==> src/assert_macros.svh <==
// Assertion macros used by the top-level RTL file
`ifndef ASSERT_MACROS_SVH
`define ASSERT_MACROS_SVH

// Clocked check, disabled while reset is asserted
`define ASSERT_CLK(label, prop, msg) \
    label: assert property (@(posedge clk) disable iff (!rst_n) prop) else $error(msg);

// Condition that must never be true at a clock edge
`define ASSERT_NEVER(label, expr, msg) \
    `ASSERT_CLK(label, !(expr), msg)

`endif

==> src/bb3_pkg.sv <==
// Types and constants of the 3x3 box blur
package bb3_pkg;

    typedef struct packed {
        logic [7:0] red;
        logic [7:0] green;
        logic [7:0] blue;
    } pixel_t;

    typedef logic [11:0] sum_t;

    // neighbourhood size codes
    localparam logic [1:0] N_FOUR = 2'd0;
    localparam logic [1:0] N_SIX  = 2'd1;
    localparam logic [1:0] N_NINE = 2'd2;

    // position of an input pixel, as needed by the window stage
    typedef struct packed {
        logic [9:0] row;
        logic [9:0] col;
        logic       r_ge1;
        logic       r_ge2;
        logic       c_ge1;
        logic       c_ge2;
        logic       last_col;
        logic       last_row;
    } pos_t;

    // one result before the division
    typedef struct packed {
        sum_t       sum_red;
        sum_t       sum_green;
        sum_t       sum_blue;
        logic [1:0] ncode;
        logic [9:0] row;
        logic [9:0] col;
        logic       last;
    } job_t;

endpackage

==> src/bb3_window.sv <==
// 3x3 window and result sequencer: a sum per cycle while job_ready
module bb3_window
    import bb3_pkg::*;
(
    input  logic   clk,
    input  logic   rst_n,
    input  logic   load,
    input  pixel_t pix,
    input  pixel_t up1,
    input  pixel_t up2,
    input  pos_t   pos,
    output logic   load_ready,
    output logic   job_valid,
    output job_t   job,
    input  logic   job_ready
);

    pixel_t     win_reg [9];
    logic [3:0] pend_reg;
    logic [3:0] pend_next;
    pos_t       pos_reg;
    logic [1:0] sel;
    logic [3:0] sel_hot;
    logic       take;
    logic       ysel;
    logic       xsel;
    logic [2:0] row_ok;
    logic [2:0] col_ok;
    sum_t       sr;
    sum_t       sg;
    sum_t       sb;

    always_comb
    begin
        if (pend_reg[0])      sel = 2'd0;
        else if (pend_reg[1]) sel = 2'd1;
        else if (pend_reg[2]) sel = 2'd2;
        else                  sel = 2'd3;
    end

    assign sel_hot    = 4'b0001 << sel;
    assign job_valid  = |pend_reg;
    assign take       = job_valid && job_ready;
    assign load_ready = !job_valid || (take && ((pend_reg & ~sel_hot) == 4'd0));

    // results in order: (r-1,c-1) (r-1,c) (r,c-1) (r,c)
    assign ysel = sel[1];
    assign xsel = sel[0];

    assign row_ok = {1'b1, 1'b1, !ysel && pos_reg.r_ge2};
    assign col_ok = {1'b1, pos_reg.c_ge1, !xsel && pos_reg.c_ge2};

    always_comb
    begin
        sr = '0;
        sg = '0;
        sb = '0;
        for (int i = 0; i < 3; i++)
        begin
            for (int j = 0; j < 3; j++)
            begin
                if (row_ok[i] && col_ok[j])
                begin
                    sr = sr + sum_t'(win_reg[i*3+j].red);
                    sg = sg + sum_t'(win_reg[i*3+j].green);
                    sb = sb + sum_t'(win_reg[i*3+j].blue);
                end
            end
        end
    end

    always_comb
    begin
        job.sum_red   = sr;
        job.sum_green = sg;
        job.sum_blue  = sb;
        if (row_ok[0] && col_ok[0])      job.ncode = N_NINE;
        else if (row_ok[0] || col_ok[0]) job.ncode = N_SIX;
        else                             job.ncode = N_FOUR;
        job.row  = ysel ? pos_reg.row : pos_reg.row - 10'd1;
        job.col  = xsel ? pos_reg.col : pos_reg.col - 10'd1;
        job.last = (sel == 2'd3);
    end

    always_comb
    begin
        pend_next = pend_reg;
        if (take)
        begin
            pend_next = pend_reg & ~sel_hot;
        end
        if (load)
        begin
            if (pos.r_ge1)
            begin
                pend_next = {pos.last_row && pos.last_col, pos.last_row && pos.c_ge1,
                             pos.last_col, pos.c_ge1};
            end
            else
            begin
                pend_next = 4'd0;
            end
        end
    end

    always_ff @(posedge clk or negedge rst_n)
    begin
        if (!rst_n)
        begin
            pend_reg <= 4'd0;
            for (int k = 0; k < 9; k++)
            begin
                win_reg[k] <= '0;
            end
        end
        else
        begin
            pend_reg <= pend_next;
            if (load)
            begin
                for (int i = 0; i < 3; i++)
                begin
                    win_reg[i*3]   <= win_reg[i*3+1];
                    win_reg[i*3+1] <= win_reg[i*3+2];
                end
                win_reg[2] <= up2;
                win_reg[5] <= up1;
                win_reg[8] <= pix;
            end
        end
    end

    always_ff @(posedge clk)
    begin
        if (load)
        begin
            pos_reg <= pos;
        end
    end

endmodule

==> config.mk <==
export PLATFORM = sky130hd
export DESIGN_NAME = bb3_window
export DESIGN_NICKNAME = d
export VERILOG_FILES = /design/src/assert_macros.svh /design/src/bb3_pkg.sv /design/src/bb3_window.sv
export SDC_FILE = /design/constraint.sdc
export NUM_CORES = 1
export LEC_CHECK = 0
export ABC_AREA = 1
export BUFFER_PORTS_ARGS = -buffer_cell sky130_fd_sc_hd__buf_2
export CAP_MARGIN = 20
export CORE_ASPECT_RATIO = 0.75
export CORE_MARGIN = 3
export CORE_UTILIZATION = 50
export CTS_CLUSTER_DIAMETER = 100
export DETAILED_ROUTE_END_ITERATION = 10
export GPL_ROUTABILITY_DRIVEN = 0
export PLACE_DENSITY = 0.79
export RECOVER_POWER = 25
export SYNTH_ARGS = -nofsm -noshare
export SYNTH_HDL_FRONTEND = slang
export SYNTH_SLANG_ARGS = --single-unit
==> constraint.sdc <==
create_clock -name clk -period 23.2 [get_ports clk]
set_input_delay 2.32 -clock clk [delete_from_list [all_inputs] [get_ports clk]]
set_output_delay 2.32 -clock clk [all_outputs]
set_load 0.03 [all_outputs]
# Word level (Yosys, flattened, before mapping)
# Cells that the tools add are included.
[classes]
muxes = 31
add_sub_neg = 26
n_bitwise = 2
n_reduce_logical = 16
n_shift = 1
n_eq_ne = 1
[ops]
columns = ["op", "count"]
rows = [
  ["12-bit by 8-bit adder with 12-bit output", 24],
  ["12-bit two-way mux", 18],
  ["8-bit two-way mux", 3],
  ["10-bit two-way mux", 2],
  ["10-bit by 1-bit subtractor with 10-bit output, second input constant", 2],
  ["4-bit two-way mux", 3],
  ["1-bit logical AND", 8],
  ["2-bit two-way mux", 3],
  ["4-bit bitwise AND", 1],
  ["4-bit zero test", 1],
  ["4-bit NOT", 1],
  ["4-bit OR reduction", 1],
  ["1-bit by 2-bit left shift with 4-bit output, first input constant", 1],
  ["1-bit zero test", 3],
  ["2-bit equality test, second input constant", 1],
  ["1-bit logical OR", 2],
  ["1-bit two-way mux", 2],
  ["2-bit nonzero test", 1],
]
[totals]
output_inout_bits = 61
elab_cells = 110
inputBits = 102
register_bits = 243

# Longest topological paths before layout
[depth]
word_depth = 21
depth_mapped = 62
mapped_depth_nobuf = 58

# Worst setup path before layout
# OpenSTA, ideal clock, no wires.
[synth_path]
path_type = "flip-flop to output port"
from = "register pend_reg[1]"
to = "output job[58] (netlist name)"
n_path_buf = 4
required_ns = 20.880
stages_incl_launch_ff = 54
slack_ns = 10.983
arrival_time_ns = 9.897
cell_sequence = "dfrtp_1 -> inv_1 -> a21oi_2 -> inv_1 -> nand2_1 -> inv_1 -> clkbuf_1 -> buf_1 -> ha_1 -> buf_6 -> clkbuf_1 -> nand2_1 -> inv_1 -> ha_1 -> inv_1 -> fa_1 -> or2_2 -> o21ai_0 -> [... 18 more ...] -> o22ai_1 -> ha_1 -> a21oi_1 -> inv_1 -> a31oi_1 -> xor2_1 -> o21ai_0 -> ha_1 -> nand2_1 -> o21ai_0 -> nand3_1 -> a21boi_0 -> nor2_1 -> nor2_2 -> nand3_1 -> a21oi_1 -> nor2_1 -> nor2_1"
[synth_lines]
columns = ["item", "line", "source"]
rows = [
  ["start, declared", "bb3_window.sv:19", "logic [3:0] pend_reg;"],
  ["start signal, assigned", "bb3_window.sv:118", "pend_reg <= pend_next;"],
  ["end, declared", "bb3_window.sv:14", "output job_t job,"],
]

==> flow_metrics.env <==
export IMPL_layout_nets=3182
export IMPL_grt_overflow=0
export IMPL_comb_power_share=0.493
export IMPL_first_global_vias=18200
export IMPL_timing_hold_ws_ns=0.472
export IMPL_maxSlewViolCount=224
export IMPL_r2r_slack_ns=21.46
export IMPL_ys_seq_elements=243
export IMPL_seqPwrFrac=0.266
export IMPL_grt_use_total=0.240
export IMPL_rsz0062_at_grt="no"
export IMPL_p_total_uw=1930
export IMPL_coreArea_mm2=0.0386
export IMPL_finalSetupTns_ns=0
export IMPL_r2r_start="pend_reg[0]"
export IMPL_tightest_slew_ns=5.34
export IMPL_drive_gt1_frac=0.105
export IMPL_ys_warn_count=0
export IMPL_synth_largest_area_cell="dfrtp_1"
export IMPL_routed_via_count=18200
export IMPL_cts_inserted_buffers=28
export IMPL_hold_class="flop to flop"
export IMPL_fillCellCount=3533
export IMPL_via_per_inst=5.35
export IMPL_ys_async_sr_fraction=0.905
export IMPL_reg2reg_to="pend_reg[2]"
export IMPL_antenna_found_initial=1
export IMPL_p_leak_uw=0.0115
export IMPL_violations="capacitance limit, slew limit"
export IMPL_p_per_area_mw_per_mm2=88.2
export IMPL_max_freq_mhz=74.5
export IMPL_crit_path_start_kind="flop"
export IMPL_start_util=0.509
export IMPL_die_area_mm2=0.0417
export IMPL_clockPowerShare=0.241
export IMPL_wl_per_cell_um=14.8
export IMPL_cts_num_sinks=243
export IMPL_syn_num_nets=3061
export IMPL_outcome="finished, violations left"
export IMPL_route_detailed_drc=0
export IMPL_ctsHtreeMaxLevel=1
export IMPL_ff_latch_area_mm2=0.00620
export IMPL_die_h_um=178
export IMPL_cts_resized_gates=0
export IMPL_ys_seq_area_frac=0.316
export IMPL_diodes=0
export IMPL_switching_share=0.442
export IMPL_grt_max_degree=122
export IMPL_dp_hpwl_um=37600
export IMPL_syn_to_final_growth_pct=11.3
export IMPL_netlist_instances=2742
export IMPL_cts_tree="yes"
export IMPL_drv_cap=3
export IMPL_drt_pass1_iter_count=5
export IMPL_ys_types=47
export IMPL_p_sw_uw=852
export IMPL_clk_path_buf_depth=3
export IMPL_holdPathEnd="win_reg[205]"
export IMPL_critPathMaxFanout=46
export IMPL_setup_viol=0
export IMPL_finClkSkew_ns=0.0208
export IMPL_drt_total_wl_um=50100
export IMPL_postCtsSetupRepairBufs=0
export IMPL_largest_register_ffs=216
export IMPL_cp_common_cell="inv_1"
export IMPL_synth_avg_cell_area_um2=7.16
export IMPL_ir_drop_v=0.0000713
export IMPL_multiInputGateArea_mm2=0.0118
export IMPL_slowest_delay_ns=0.49
export IMPL_critPathKind="flop to output pin"
export IMPL_final_instance_count_excl_fill=3396
export IMPL_post_route_period_util=0.578
export IMPL_synth_edf_count=23
export IMPL_clk_pin_slew_ns=0.07
export IMPL_hold_path_startpoint="win_reg[205]"
export IMPL_holdPathStages=2
export IMPL_startpoint="pend_reg[0]"
export IMPL_fp_row_count=62
export IMPL_synth_flop_cell="dfrtp_1"
export IMPL_grt_pass1_wl_um=85200
export IMPL_crit_slowest_cell="fa_1"
export IMPL_slew_headroom=-2.56
export IMPL_hold_viol=0
export IMPL_worst_ep_required_time_ns=20.88
export IMPL_synth_area_leaders="dfrtp_1 28%, nand2_1 16%, ha_1 12%"
export IMPL_synth_top_cell_area_share=0.280
export IMPL_yosysMostFrequentCell="nand2_1"
export IMPL_period_minus_slack_ns=13.42
export IMPL_syn_cell_area_mm2=0.0196
export IMPL_p_int_uw=1080
export IMPL_io_buffers=162
export IMPL_worstPathArrival_ns=11.10
export IMPL_ant_nets=0
export IMPL_cts_root_buf="clkbuf_16"
export IMPL_rr_worst_depth=7
export IMPL_cts_hold_buf=0
export IMPL_drt_iter0_markers=1170
export IMPL_die_width_um=235
export IMPL_io_pins=163
export IMPL_insertion_delay_ns=0.58
export IMPL_dp_cells=3344
export IMPL_endpoint_kind="output pin"
export IMPL_yosys_top_cells_count="822 x nand2_1, 344 x inv_1, 322 x o21ai_0, 220 x dfrtp_1, 193 x ha_1"
## layout make-up
cell class,count,share of cell area
tap,512,0.0293
multi-input combinational,2067,0.540
sequential,243,0.284
clock inverter,16,0.00968
inverter,349,0.0603
clock buffer,35,0.0353
timing repair buffer,174,0.0418
## worst max-delay path, delay by kind of cell (launching register included)
family | cells | cell delay [ns]
DFF | 1 | 0.43
adders and majority gates | 10 | 3.67
and+or+nand+nor | 15 | 2.09
AOI/OAI and AO/OA | 12 | 2.45
buffers and inverters | 12 | 1.42
xor gates and xnor gates | 2 | 0.40
## per-stage QoR
stage | instance area, µm² | setup slack (ns) | utilization
finish | 21900 | 9.78 | 0.567
global route | 21900 | 8.86 | 0.567
detailed placement | 20900 | 10.47 | 0.541
global placement | 20900 | 10.76 | 0.541
floorplan | 19600 | 10.98 | -
CTS | 21900 | 9.81 | 0.567
## power by group through the flow
| stage | Sequential, µW | Clock (µW) | Combinational, µW |
|---|---|---|---|
| global placement | 517 | 0 | 912 |
| detailed placement | 519 | 0 | 946 |
| floorplan | 506 | 0 | 725 |
| CTS | 512 | 475 | 953 |
| global route | 517 | 491 | 1070 |
| finish | 512 | 464 | 951 |
## placed cells by master, fill, tap and decap left out, types with 11 or more instances in the layout
cell / n
o21ai_0: 322
o22ai_1: 12
nand2_2: 37
inv_1: 342
nand3b_1: 11
a31oi_1: 19
a21oi_1: 167
nor2_1: 126
xnor2_1: 36
nor2_2: 11
or2_2: 12
dfrtp_1: 220
ha_1: 193
buf_2: 159
nand3_1: 92
fa_1: 24
clkbuf_16: 28
edfxtp_1: 23
xor2_1: 86
nand2_1: 821
nor3_1: 14
nand4_1: 21
## how the worst max path moves through the flow
stage	to	slack [ns]
after floorplan	job[58]	10.98
after global placement	job[46]	10.76
after detailed placement	job[46]	10.47
after CTS	job[46]	9.81
after global routing	job[58]	8.86
final	job[58]	9.78
## per-layer routing
metal  GRT usage  vias up  wire length [µm]
met4      0.0573        0              1060
met3      0.0267       79              2200
met2       0.427      399             24200
met1       0.315     8556             22700
li1            -     9138                 -
met5           0        -                 0
## cell families after synthesis
group	Yosys count	share of synthesized area
AND/OR/NAND/NOR	1164	0.247
flip-flops	243	0.316
multiplexers	1	0.000573
buffers and inverters	432	0.0835
XOR/XNOR	122	0.0544
AO/OA/AOI/OAI	563	0.151
adder cells (fa/ha/maj)	217	0.147
Power figures use the tool's default switching activity.
