`src/assert_macros.svh`:
```
// Assertion macros used by the top-level RTL file
`ifndef ASSERT_MACROS_SVH
`define ASSERT_MACROS_SVH

// Clocked check, disabled while reset is asserted
`define ASSERT_CLK(label, prop, msg) \
    label: assert property (@(posedge clk) disable iff (!rst_n) prop) else $error(msg);

// Condition that must never be true at a clock edge
`define ASSERT_NEVER(label, expr, msg) \
    `ASSERT_CLK(label, !(expr), msg)

`endif

```
`src/bb3_pkg.sv`:
```
// Types and constants of the 3x3 box blur
package bb3_pkg;

    typedef struct packed {
        logic [7:0] red;
        logic [7:0] green;
        logic [7:0] blue;
    } pixel_t;

    typedef logic [11:0] sum_t;

    // neighbourhood size codes
    localparam logic [1:0] N_FOUR = 2'd0;
    localparam logic [1:0] N_SIX  = 2'd1;
    localparam logic [1:0] N_NINE = 2'd2;

    // position of an input pixel, as needed by the window stage
    typedef struct packed {
        logic [9:0] row;
        logic [9:0] col;
        logic       r_ge1;
        logic       r_ge2;
        logic       c_ge1;
        logic       c_ge2;
        logic       last_col;
        logic       last_row;
    } pos_t;

    // one result before the division
    typedef struct packed {
        sum_t       sum_red;
        sum_t       sum_green;
        sum_t       sum_blue;
        logic [1:0] ncode;
        logic [9:0] row;
        logic [9:0] col;
        logic       last;
    } job_t;

endpackage

```
`src/bb3_divide.sv`:
```
// Sum register, rounded division by the neighbourhood size, output register
module bb3_divide
    import bb3_pkg::*;
(
    input  logic       clk,
    input  logic       rst_n,
    input  logic       job_valid,
    input  job_t       job,
    output logic       job_ready,
    output logic       out_valid,
    input  logic       out_ready,
    output logic [7:0] out_red,
    output logic [7:0] out_green,
    output logic [7:0] out_blue,
    output logic [9:0] out_row,
    output logic [9:0] out_col,
    output logic       frame_last
);

    // (2*sum + n) / (2*n) with reciprocal multiplies for 12 and 18
    function automatic logic [7:0] mean(input sum_t s, input logic [1:0] nc);
        logic [12:0] v;
        logic [10:0] x3;
        logic [11:0] x9;
        logic [20:0] p3;
        logic [23:0] p9;
        logic [7:0]  q;
        x3 = '0;
        x9 = '0;
        case (nc)
            N_SIX:   v = {s, 1'b0} + 13'd6;
            N_NINE:  v = {s, 1'b0} + 13'd9;
            default: v = {s, 1'b0} + 13'd4;
        endcase
        x3 = v[12:2];
        x9 = v[12:1];
        p3 = 21'(x3) * 21'd683;
        p9 = 24'(x9) * 24'd3641;
        case (nc)
            N_SIX:   q = p3[18:11];
            N_NINE:  q = p9[22:15];
            default: q = v[10:3];
        endcase
        return q;
    endfunction

    logic       c_valid_reg;
    job_t       c_job_reg;
    logic       c_adv;
    logic       out_valid_reg;
    logic [7:0] red_reg;
    logic [7:0] green_reg;
    logic [7:0] blue_reg;
    logic [9:0] row_reg;
    logic [9:0] col_reg;
    logic       last_reg;

    assign c_adv     = c_valid_reg && (!out_valid_reg || out_ready);
    assign job_ready = !c_valid_reg || c_adv;

    always_ff @(posedge clk or negedge rst_n)
    begin
        if (!rst_n)
        begin
            c_valid_reg   <= 1'b0;
            out_valid_reg <= 1'b0;
        end
        else
        begin
            if (job_ready)
            begin
                c_valid_reg <= job_valid;
            end
            if (c_adv)
            begin
                out_valid_reg <= 1'b1;
            end
            else if (out_ready)
            begin
                out_valid_reg <= 1'b0;
            end
        end
    end

    always_ff @(posedge clk)
    begin
        if (job_valid && job_ready)
        begin
            c_job_reg <= job;
        end
        if (c_adv)
        begin
            red_reg   <= mean(c_job_reg.sum_red, c_job_reg.ncode);
            green_reg <= mean(c_job_reg.sum_green, c_job_reg.ncode);
            blue_reg  <= mean(c_job_reg.sum_blue, c_job_reg.ncode);
            row_reg   <= c_job_reg.row;
            col_reg   <= c_job_reg.col;
            last_reg  <= c_job_reg.last;
        end
    end

    assign out_valid  = out_valid_reg;
    assign out_red    = red_reg;
    assign out_green  = green_reg;
    assign out_blue   = blue_reg;
    assign out_row    = row_reg;
    assign out_col    = col_reg;
    assign frame_last = last_reg;

endmodule

```
`config.mk`:
```
export PLATFORM = sky130hd
export DESIGN_NAME = bb3_divide
export DESIGN_NICKNAME = d
export VERILOG_FILES = /design/src/assert_macros.svh /design/src/bb3_pkg.sv /design/src/bb3_divide.sv
export SDC_FILE = /design/constraint.sdc
export NUM_CORES = 1
export LEC_CHECK = 0
export BUFFER_PORTS_ARGS = -buffer_cell sky130_fd_sc_hd__clkbuf_2
export CAP_MARGIN = 10
export CELL_PAD_IN_SITES_DETAIL_PLACEMENT = 1
export CELL_PAD_IN_SITES_GLOBAL_PLACEMENT = 2
export CORE_MARGIN = 5
export CORE_UTILIZATION = 40
export DETAILED_ROUTE_END_ITERATION = 8
export GPL_ROUTABILITY_DRIVEN = 0
export GPL_TIMING_DRIVEN = 0
export HOLD_SLACK_MARGIN = 0.05
export PLACE_DENSITY_LB_ADDON = 0.1
export SLEW_MARGIN = 40
export SYNTH_ARGS = -nofsm -noshare
export SYNTH_HDL_FRONTEND = slang
export SYNTH_SLANG_ARGS = --single-unit
```
`constraint.sdc`:
```
create_clock -name clk -period 7.77 [get_ports clk]
set_clock_uncertainty 0.2 [all_clocks]
set_input_delay 1.1655 -clock clk [delete_from_list [all_inputs] [get_ports clk]]
set_output_delay 1.1655 -clock clk [all_outputs]
set_load 0.005 [all_outputs]
```
### Yosys cells after proc, flatten, opt, wreduce, memory -nomap -nowiden

Cells that the tools add are included.

* flip-flop bits (word level): 106
* latch bits: 0
* memory bits (writable): 0
* memory bits (read-only): 0
* input port bits: 63
* output and inout port bits: 47
* logic and storage cells: 50
* memories kept: 0

* add/subtract/negate cells: 9
* $mul: 6
* divide/modulo/power cells: 0
* order comparisons: 0
* equal/unequal tests: 2
* shifts and indexed selects: 0
* muxes and demuxes: 11
* bitwise gates (word level): 0
* reductions and logical operators: 7

Operator list (count)
* $add 13x3->13 const B: 6
* $pmux 13 s2: 3
* $mul 12x12->23 const B: 3
* $mul 11x10->19 const B: 3
* $pmux 8 s2: 3
* $add 13x4->13 const B: 3
* $mux 13: 3
* $eq 2x1->1 const B: 1
* $eq 2x2->1 const B: 1
* $logic_and 1x1->1: 2
* $logic_not 1->1: 2
* $logic_or 1x1->1: 2
* $mux 1: 2
* $reduce_bool 2->1: 1

### Depth between registers and ports, before layout

Gate-level depths: netlist of the first run.

* depth in word-level cells: 6
* gate-level depth with buffers: 30

### Least setup slack after synthesis of the first run

Ideal clock, no wire load.

* kind: register to register
* from: register c_job_reg[38] (netlist name)
* to: register green_reg[7], in the netlist out_green[7], data pin
* library setup time: 255 ps
* arrival: 6717 ps
* required time: 7315 ps
* setup slack: 597 ps
* stages on the path, launching flop included: 24
* path buffers: 0
* clock period less this slack: 7173 ps
* cell sequence: edfxtp_1 -> ha_1 -> nand2_1 -> nor2_1 -> a31oi_1 -> o41ai_1 -> inv_1 -> fa_1 -> inv_1 -> ha_1 -> ha_1 -> fa_1 -> inv_1 -> fa_1 -> inv_1 -> ha_1 -> a21o_1 -> a21o_1 -> a21o_1 -> a311o_1 -> a21oi_4 -> a211oi_1 -> or4_1 -> a31o_1

* cells in the longest elaborated chain, start to end: 5
* elaborated cells on any way between the ends: 8
* those cells by class: add/sub: 3; mul: 2; mux: 3

RTL lines
* start, declared: line bb3_divide.sv:48 `job_t c_job_reg;`
* start signal, assigned: line bb3_divide.sv:89 `c_job_reg <= job;`
* $add 13x3->13 (tied with other cells): line bb3_divide.sv:33 `default: v = {s, 1'b0} + 13'd4;`
* $pmux 13 s2 (*): line bb3_divide.sv:30 `case (nc)`
* $mux 13 (*): line bb3_divide.sv:91 `if (c_adv)`
* $mul 12x12->23 or $mul 11x10->19 (tied branches): line bb3_divide.sv:38, bb3_divide.sv:37
* $pmux 8 s2 (*): line bb3_divide.sv:39 `case (nc)`
* end signal, assigned: line bb3_divide.sv:94 `green_reg <= mean(c_job_reg.sum_green, c_job_reg.ncode);`
* end, declared: line bb3_divide.sv:52 `logic [7:0] green_reg;`

Mark *: on every way between the ends. The rest lies on a longest branch, timed or not. The select of a mux whose other input is x is not followed.
A chain may end at the register's enable or synchronous reset.

### Worst setup path in the final report of the first run

* from: register c_job_reg[48] (netlist name)
* to: register red_reg[3], in the netlist out_red[3], data pin

* cells in the longest elaborated chain, start to end: 5
* elaborated cells on any way between the ends: 8
* those cells by class: add/sub: 3; mul: 2; mux: 3

RTL lines
* $add 13x3->13 (tied with other cells): line bb3_divide.sv:33
* $pmux 13 s2 (*): line bb3_divide.sv:30
* $mux 13 (*): line bb3_divide.sv:91
* $mul 12x12->23 or $mul 11x10->19 (tied branches): line bb3_divide.sv:38, bb3_divide.sv:37
* $pmux 8 s2 (*): line bb3_divide.sv:39
* end signal, assigned: line bb3_divide.sv:93 `red_reg <= mean(c_job_reg.sum_red, c_job_reg.ncode);`
* end, declared: line bb3_divide.sv:51 `logic [7:0] red_reg;`

Marked as above.

==> flow_summary_export.csv, run 1 <==
group,metric,value,unit
timing,max_freq,133,MHz
cells_and_area,multi_input_area,12600,um2
timing,rsz0062_at_grt,"yes",
drt,drt_iter0_drc,564,
cells_and_area,fillerInstances,4764,
timing,fin_ws,0.269,ns
worst_setup_path,end_kind,"flop",
clock_tree,clock_path_buffers,2,
logic_synthesis,async_flop_share,0.0189,
timing,relSlewSlack,0.393,
cells_and_area,largest_register_ffs,59,
drt,routed_wl,50.7,mm
clock_tree,cts_htree_levels,3,
clock_tree,cts_tree,"done",
logic_synthesis,ys_warn_count,0,
placement,place_ws,-1.50,ns
logic_synthesis,synth_area,16900,um2
worst_setup_path,cp_data_required_time,7.69,ns
logic_synthesis,synth_edf_count,104,
cells_and_area,nets,2454,
logic_synthesis,ys_ff_latch,106,
worst_setup_path,rr_worst_depth,27,
worst_setup_path,crit_fanout,9,
worst_setup_path,crit_type,"reg2reg",
logic_synthesis,synthCells,1701,
clock_tree,cts_hold_buf,0,
die,die_area,46500,um2
timing,finalHoldViolCount,0,
die,ios,110,
timing,hold_slack,0.226,ns
logic_synthesis,ys_types,79,
clock_tree,clock-root-buffer,"clkbuf_16",
logic_synthesis,synth_top_cell_area_share,0.289,
drt,dr.pass1.iters,5,
job,maxCapViolations,0,
die,rows,75,
logic_synthesis,yosys-top-cells-area,"ha_1 (29%), edfxtp_1 (18%), fa_1 (18%)",
outcome,status,"completed",
die,start_util,0.403,
global_routing,track_usage,0.218,
logic_synthesis,syn-num-nets,2305,
cells_and_area,final-seq-area,3170,um2
die,die_x,216,um
drt,vias,12912,
logic_synthesis,synth_ff_type,"edfxtp_1",
logic_synthesis,yosysMostFrequentCell,"ha_1",
worst_setup_path,start_kind,"flop",
global_routing,grt_pass1_vias,13982,
clock_tree,clock_latency,0.39,ns
cells_and_area,drive_gt1_frac,0.136,
logic_synthesis,yosys.area.top_type,"ha_1",
global_routing,antenna_found_initial,0,
clock_tree,clock_sinks,106,
cells_and_area,area_growth,12.3,%
global_routing,gr-total-overflow,0,
worst_hold_path,min_delay_path_depth,0,
placement,io_buffers,109,
drt,ant_nets,0,
logic_synthesis,netlist_top_cells_count,"ha_1 (391), inv_1 (319), fa_1 (150), edfxtp_1 (104), a21oi_1 (76)",
global_routing,grt_pass1_wl,79.3,mm
logic_synthesis,avgSynthCellArea,9.95,um2
die,coreArea,41900,um2
timing,tightest_slew,0.901,ns
cells_and_area,diodes,0,
drt,post-route-drc-count,0,
placement,dp_hpwl,43.0,mm
die,die_h,216,um
clock_tree,path_clk_slew,0.09,ns
global_routing,grt_max_degree,38,
worst_hold_path,hp-class,"reg2reg",
drt,wire_per_inst,21.2,um
timing,slew_viol_final,0,
timing,setup_viol,0,
timing,fin_crit,7.50,ns
clock_tree,numCtsBuffers,9,
logic_synthesis,synth_seq_area_share,0.187,
timing,fin_crit_sh,0.965,
drt,viasPerCell,5.39,
worst_setup_path,crit_arrival,7.43,ns
[kinds of logic (layout without fill, tap and decap cells)]
family          count (synthesis)  in the layout  synth area share
simple gates                  286            286            0.0846
compound gates                291            291             0.118
buf+inv                       359            513            0.0813
xor+xnor                      111            111            0.0574
mux                             7              7           0.00429
fa+ha+maj                     541            541             0.466
flops                         106            106             0.187
[per-layer routing]
layer  up-vias  GRT usage  share of wire
met2       185      0.377           0.49
met3        55     0.0255          0.029
met5         -          0              0
met4         0     0.0512          0.024
li1       6169          -              -
met1      6503      0.295           0.46
[repair_timing]
action / CTS / global route
buffers inserted: 3 / 18
endpoints found under the hold margin: 0 / 0
endpoints found under the setup margin: 24 / 24
pin swaps: 3 / 6
gates resized for setup: 46 / 52
[critical path, stage by stage (launching register included)]
cell and delay, ns:
edfxtp_1 0.36, buf_2 0.23, inv_1 0.12, ha_1 0.25
a21oi_4 0.22, nand3b_1 0.20, buf_4 0.15, xnor2_1 0.11
nand2_1 0.10, a21boi_2 0.54, inv_1 0.14, fa_1 0.56
inv_1 0.04, ha_1 0.34, ha_1 0.30, inv_1 0.05
fa_1 0.51, fa_1 0.55, inv_1 0.04, ha_1 0.27
o21ai_0 0.16, a21oi_1 0.11, a221o_1 0.39, a22o_2 0.28
o31a_1 0.27, or3_1 0.33, a32oi_2 0.29, a21boi_1 0.13
[stage by stage]
step | cell area [um2] | std cells | setup TNS, ns | utilization
global route | 19000 | 2394 | -0.0782 | 0.453
CTS | 18700 | 2376 | -0.0377 | 0.447
floorplan | 16900 | 1701 | 0 | -
finish | 19000 | 2394 | 0 | 0.453
global placement | 18100 | 2349 | -30.68 | 0.433
detailed placement | 18300 | 2357 | -26.23 | 0.436
[worst paths after layout]
path	start	to	slack [ns]
min in group asynchronous	rst_n	c_valid_reg	0.36
min reg2reg	c_job_reg[16]	out_row[5]	0.23
max in group asynchronous	rst_n	out_valid	6.91
max	c_job_reg[48]	out_red[3]	0.27
min	c_job_reg[16]	out_row[5]	0.23
max reg2reg	c_job_reg[48]	out_red[3]	0.27
[layout make-up]
class	instances	share of cell area
Inverter	320	0.0638
Sequential cell	106	0.167
Tap cell	539	0.0355
Clock inverter	7	0.00375
Clock buffer	9	0.0119
Multi-Input combinational cell	1236	0.664
Timing Repair Buffer	138	0.0408
Buffer	39	0.0136
[cell usage in the layout, fill, tap and decap left out, types with 6 or more instances in the layout]
| master | Yosys | final |
|---|---|---|
| a211oi_1 | 9 | 9 |
| a21o_1 | 30 | 30 |
| a21oi_1 | 76 | 71 |
| a221oi_1 | 13 | 11 |
| a31oi_1 | 7 | 6 |
| and2_1 | 12 | 10 |
| and3_1 | 14 | 13 |
| buf_2 | 8 | 14 |
| buf_4 | 1 | 31 |
| buf_6 | 2 | 6 |
| clkbuf_1 | 21 | 7 |
| clkbuf_16 | 0 | 9 |
| clkbuf_2 | 0 | 113 |
| edfxtp_1 | 104 | 104 |
| fa_1 | 150 | 150 |
| ha_1 | 391 | 389 |
| inv_1 | 319 | 314 |
| nand2_1 | 71 | 71 |
| nand2b_1 | 9 | 9 |
| nand3_1 | 31 | 31 |
| nand4_1 | 16 | 16 |
| nor2_1 | 62 | 58 |
| nor2b_1 | 7 | 6 |
| nor3_1 | 24 | 21 |
| o21a_1 | 12 | 11 |
| o21ai_0 | 44 | 41 |
| o22ai_1 | 11 | 10 |
| o31ai_1 | 9 | 8 |
| or3_1 | 10 | 10 |
| xnor2_1 | 71 | 71 |
| xor2_1 | 40 | 40 |
Power of run 1 is left out: the tool's default activity adds up to more than one toggle a clock period on the data nets, which glitch-free logic cannot reach.
==> run 2: changes to the inputs <==
--- a/config.mk
+++ b/config.mk
@@ -5,7 +5,7 @@
 export SDC_FILE = /design/constraint.sdc
 export NUM_CORES = 1
 export LEC_CHECK = 0
-export BUFFER_PORTS_ARGS = -buffer_cell sky130_fd_sc_hd__clkbuf_2
+export BUFFER_PORTS_ARGS = -buffer_cell sky130_fd_sc_hd__buf_4
 export CAP_MARGIN = 10
 export CELL_PAD_IN_SITES_DETAIL_PLACEMENT = 1
 export CELL_PAD_IN_SITES_GLOBAL_PLACEMENT = 2
==> constraint.sdc (replaced) <==
create_clock -name clk -period 8.15 [get_ports clk]
set_clock_uncertainty 0.2 [all_clocks]
set_input_delay 1.2225 -clock clk [delete_from_list [all_inputs] [get_ports clk]]
set_output_delay 1.2225 -clock clk [all_outputs]
set_load 0.005 [all_outputs]
==> run 2 against run 1 <==
  * Count of clock-buffer cells in the layout is the same
  * Cell count shrank 0.75%
  * Via count shrank 1.9%
  * Global-route usage shrank 0.22 points
  * Core utilization grew 0.063 points
  * Critical path depth grew 1
  * Register-to-register slack gained 0.06 ns
==> flow_summary_export.csv, run 2 (synthesized netlist as in run 1, its figures left out) <==
group,metric,value,unit
worst_setup_path,cp_data_required_time,8.06,ns
timing,tightest_slew,0.739,ns
clock_tree,clock-root-buffer,"clkbuf_16",
timing,finalHoldViolCount,0,
global_routing,grt_pass1_wl,78.8,mm
worst_setup_path,path_common_cell,"inv_1",
cells_and_area,largest_register_ffs,59,
drt,routed_wl,49.7,mm
outcome,status,"completed",
cells_and_area,diodes,0,
worst_setup_path,crit_arrival,7.73,ns
worst_setup_path,crit_type,"reg2reg",
timing,relSlewSlack,0.507,
die,rows,75,
global_routing,grt_pass1_vias,13850,
timing,slew_viol_final,0,
timing,fin_ws,0.328,ns
drt,wire_per_inst,20.9,um
clock_tree,path_clk_slew,0.08,ns
worst_setup_path,max_stage_delay,0.59,ns
drt,wl_met1,23.3,mm
clock_tree,clock_sinks,106,
drt,wl_met3,1.39,mm
timing,setup_tns,0,ns
worst_setup_path,start_kind,"flop",
cells_and_area,final_cell_mix,"ha_1 (391), inv_1 (319), fa_1 (150), buf_4 (116), edfxtp_1 (104)",
placement,place_ws,-0.905,ns
clock_tree,cts_tree,"done",
placement,dp_hpwl,43.0,mm
drt,wl_met2,24.3,mm
global_routing,antenna_found_initial,0,
drt,viasPerCell,5.33,
global_routing,track_usage,0.216,
timing,fin_crit_sh,0.960,
die,start_util,0.403,
worst_hold_path,hp-class,"reg2reg",
placement,io_buffers,109,
global_routing,grt_max_degree,36,
worst_setup_path,crit_fanout,10,
die,coreArea,41900,um2
placement,placed_cell_area,18600,um2
clock_tree,cts_hold_buf,0,
clock_tree,cts_htree_levels,3,
cells_and_area,final_core_util,0.454,
worst_setup_path,end_kind,"flop",
cells_and_area,nets,2436,
die,die_area,46500,um2
die,die_h,216,um
die,die_x,216,um
cells_and_area,fin_area,19000,um2
drt,post-route-drc-count,0,
cells_and_area,drive_gt1_frac,0.119,
job,maxCapViolations,0,
die,ios,110,
timing,fin_crit,7.82,ns
clock_tree,clock_latency,0.38,ns
drt,dr.pass1.iters,5,
cells_and_area,area_growth,12.4,%
global_routing,gr-total-overflow,0,
clock_tree,numCtsBuffers,9,
timing,setup_viol,0,
drt,ant_nets,0,
timing,max_freq,128,MHz
worst_setup_path,slowest_stage,"fa_1",
drt,maxUsedRoutingLayer,"met4",
drt,vias,12673,
cells_and_area,final_common_cell,"ha_1",
clock_tree,clock_path_buffers,2,
drt,drt_iter0_drc,494,
==> run 2: cell types whose count changed in the layout (fill, tap and decap cells not counted), sizes merged <==
cell      delta
clkbuf     -102
buf         +84
inv          +5
clkinvlp     -4
clkinv       -1
==> run 2: path summary, 6_finish.rpt <==
kind,end,slack [ns],startpoint,depth (start not counted)
setup / recovery,out_red[3],0.33,c_job_reg[22],28
hold / removal,frame_last,0.22,c_job_reg[0],0
setup reg to reg,out_red[3],0.33,c_job_reg[22],28
hold reg to reg,frame_last,0.22,c_job_reg[0],0
max in group asynchronous,out_valid,7.25,rst_n,1
min in group asynchronous,c_valid_reg,0.40,rst_n,1
==> run 2: layout make-up <==
type	instances	area, um2
fill	4719	22900
multi-input combinational	1236	12500
sequential	106	3170
inverter	320	1200
timing repair buffer	122	928
tap	539	674
clock buffer	9	225
buffer	37	191
clock inverter	7	88.8
==> run 2: what timing repair did <==
item | 4_1_cts | 5_1_grt
hold endpoints to repair | 0 | 0
setup buffers | 0 | 5
pin swaps | 0 | 2
resized for setup | 19 | 24
setup endpoints to repair | 24 | 22
==> run 2: critical path: cells and delay by family (launching register included) <==
family | cells | cell delay [ns]
and+or+nand+nor | 2 | 0.53
buffers and inverters | 10 | 1.33
adders and majority gates | 7 | 2.96
DFF | 1 | 0.40
AOI/OAI and AO/OA | 9 | 2.12
==> run 2: layer usage <==
layer,vias to the layer above,track usage
met5,-,0
met4,0,0.0418
met3,44,0.0276
met2,180,0.375
met1,6323,0.292
li1,6126,-
==> run 2: stage by stage <==
stage | hold WS (ns) | std cells
global route | 0.229 | 2376
CTS | 0.224 | 2371
finish | 0.223 | 2376
floorplan | 0.200 | 1701
detailed placement | 0.205 | 2357
global placement | 0.201 | 2349
Power of run 2 is left out for the same reason.
==> run 3: changes to the inputs <==
--- a/config.mk
+++ b/config.mk
@@ -5,12 +5,13 @@
 export SDC_FILE = /design/constraint.sdc
 export NUM_CORES = 1
 export LEC_CHECK = 0
+export ABC_AREA = 1
 export BUFFER_PORTS_ARGS = -buffer_cell sky130_fd_sc_hd__buf_4
 export CAP_MARGIN = 10
 export CELL_PAD_IN_SITES_DETAIL_PLACEMENT = 1
 export CELL_PAD_IN_SITES_GLOBAL_PLACEMENT = 2
 export CORE_MARGIN = 5
-export CORE_UTILIZATION = 40
+export CORE_UTILIZATION = 39
 export DETAILED_ROUTE_END_ITERATION = 8
 export GPL_ROUTABILITY_DRIVEN = 0
 export GPL_TIMING_DRIVEN = 0
==> run 3 against run 2 <==
  * Worst setup slack gained 0.088 ns
  * Via count increased by 22%
  * Global-route usage increased by 1.5 points
  * Highest routed layer unchanged
  * Routed wire length increased by 19%
  * Critical endpoint is now out_blue[4]
  * First-iteration DRC count is 44% higher
  * Non-clock buffer count decreased by 23
  * Hold slack got worse by 0.0029 ns
  * Flip-flop and latch count stayed put
  * Die area increased by 11%
  * Final area rose by 7.6%
  * Synthesized area is 9.0% higher
  * Sequential share of layout area decreased by 1.2 points
==> flow_summary_export.csv, run 3 <==
group,metric,value,unit
outcome,status,"completed",
global_routing,grt_pass1_wl,92.8,mm
drt,post-route-drc-count,0,
worst_setup_path,worstReg2RegEnd,"out_blue[4]",
cells_and_area,nets,2991,
clock_tree,clock_latency,0.39,ns
clock_tree,clock_sinks,106,
worst_setup_path,crit_fanout,10,
timing,finalHoldViolCount,0,
placement,io_buffers,109,
drt,wl_met2,29.1,mm
timing,fin_crit_sh,0.949,
cells_and_area,final_cell_mix,"inv_1 (470), nand2_1 (399), ha_1 (391), fa_1 (150), a21oi_1 (135)",
die,coreArea,46700,um2
logic_synthesis,ys_warn_count,0,
cells_and_area,drive_gt1_frac,0.0778,
drt,wl_met1,27.9,mm
clock_tree,post_cts_buffers,0,
global_routing,track_usage,0.231,
worst_setup_path,start_kind,"flop",
timing,max_freq,129,MHz
worst_setup_path,rr_worst_depth,25,
cells_and_area,diodes,0,
drt,dr.pass1.iters,5,
logic_synthesis,syn-num-nets,2866,
timing,relSlewSlack,0.416,
worst_setup_path,end_kind,"flop",
drt,maxUsedRoutingLayer,"met4",
logic_synthesis,avgSynthCellArea,8.16,um2
die,ios,110,
logic_synthesis,yosys-top-cells-area,"ha_1 (27%), edfxtp_1 (17%), fa_1 (16%)",
cells_and_area,largest_register_ffs,59,
cells_and_area,final_cells,2999,
die,die_h,227,um
logic_synthesis,synthCells,2262,
drt,vias,15507,
drt,routed_wl,59.3,mm
global_routing,grt_pass1_vias,16726,
logic_synthesis,synth_ff_type,"edfxtp_1",
logic_synthesis,ys_types,56,
clock_tree,numCtsBuffers,9,
timing,setup_viol,0,
timing,fin_crit,7.73,ns
placement,placedCellCount,2982,
global_routing,gr-total-overflow,0,
clock_tree,cts_htree_levels,3,
worst_setup_path,cp_data_required_time,8.08,ns
drt,viasPerCell,5.17,
placement,dp_hpwl,52.0,mm
worst_setup_path,r2r_start,"c_job_reg[21]",
die,die_area,51800,um2
timing,tightest_slew,0.871,ns
worst_setup_path,crit_start,"c_job_reg[21]",
logic_synthesis,synth_seq_area_share,0.172,
global_routing,grt_max_degree,34,
clock_tree,clock-root-buffer,"clkbuf_16",
drt,wl_met3,1.21,mm
placement,placed_cell_area,20100,um2
logic_synthesis,synth_area,18400,um2
logic_synthesis,synth_edf_count,104,
worst_hold_path,hp-class,"reg2reg",
cells_and_area,final_common_cell,"inv_1",
timing,rsz0062_at_grt,"no",
die,rows,79,
drt,drt_iter0_drc,713,
logic_synthesis,yosysMostFrequentCell,"inv_1",
cells_and_area,fin_area,20500,um2
clock_tree,cts_tree,"done",
drt,wire_per_inst,19.8,um
global_routing,antenna_found_initial,0,
clock_tree,path_clk_slew,0.10,ns
cells_and_area,area_growth,11.0,%
timing,slew_viol_final,0,
worst_setup_path,regToRegSetupSlack,0.42,ns
job,maxCapViolations,0,
logic_synthesis,yosys.area.top_type,"ha_1",
die,start_util,0.395,
cells_and_area,final_core_util,0.439,
logic_synthesis,ys_ff_latch,106,
worst_setup_path,crit_end,"out_blue[4]",
die,die_x,227,um
worst_setup_path,crit_type,"reg2reg",
logic_synthesis,synth_top_cell_area_share,0.265,
logic_synthesis,netlist_top_cells_count,"inv_1 (471), nand2_1 (399), ha_1 (391), fa_1 (150), a21oi_1 (141)",
logic_synthesis,async_flop_share,0.0189,
drt,ant_nets,0,
clock_tree,clock_path_buffers,2,
cells_and_area,fillerInstances,5721,
worst_setup_path,crit_arrival,7.66,ns
==> run 3: area by class of cell <==
type | count | area [um2] | area share
clock inverters | 7 | 91.3 | 0.00446
repair buffers | 114 | 888 | 0.0434
flip-flops and latches | 106 | 3170 | 0.155
well taps | 607 | 759 | 0.0371
multi-input cells | 1659 | 13400 | 0.657
inverters | 475 | 1790 | 0.0873
clock buffers | 9 | 225 | 0.0110
plain buffers | 22 | 105 | 0.00513
==> run 3: layer usage <==
layer	track usage	vias up
met5	0	-
met3	0.0166	44
met4	0.0467	0
li1	-	7655
met1	0.319	7622
met2	0.402	186
==> run 3: kinds of logic after synthesis <==
family	synth area share
xor gates and xnor gates	0.0265
DFF	0.172
AOI/OAI and AO/OA	0.106
adders and majority gates	0.428
and+or+nand+nor	0.165
buffers and inverters	0.102
==> run 3: worst min-delay path by stage <==
stage	from	endpoint	slack (ns)	depth (start not counted)
after floorplan	c_job_reg[0]	frame_last	0.20	0
after detailed placement	c_job_reg[6]	out_col[5]	0.21	0
after global routing	c_job_reg[11]	out_row[0]	0.24	0
after global placement	c_job_reg[3]	out_col[2]	0.20	0
final	c_job_reg[15]	out_row[4]	0.22	0
after CTS	c_job_reg[11]	out_row[0]	0.23	0
==> run 3: metrics by stage <==
stage	setup WS, ns	hold WS (ns)	TNS, ns
6_report	0.416	0.220	0
4_1_cts	0.0701	0.226	0
3_3_place_gp	-0.163	0.200	-0.280
2_1_floorplan	1.80	0.200	0
5_1_grt	0.0561	0.235	0
3_5_place_dp	0.125	0.206	0
==> run 3: worst max-delay path: stages, from the launching register on <==
cell	delay [ns]
edfxtp_1	0.46
inv_1	0.08
ha_1	0.34
inv_2	0.17
buf_2	0.32
buf_2	0.37
clkbuf_2	0.33
o311ai_0	0.17
o21ai_1	0.46
inv_1	0.43
ha_1	0.42
ha_1	0.36
fa_1	0.55
inv_1	0.05
fa_1	0.49
inv_1	0.05
fa_1	0.45
ha_1	0.38
a21oi_1	0.22
o21ai_0	0.15
a221oi_1	0.47
nand3_1	0.13
nand2_1	0.08
nor2_1	0.05
nor2_1	0.17
a21oi_1	0.10
==> run 3: repair_timing <==
item / CTS / global route
gates resized for setup: 0 / 7
endpoints found under the setup margin: 0 / 14
hold buffers: 0 / 0
Power of run 3 is left out for the same reason.
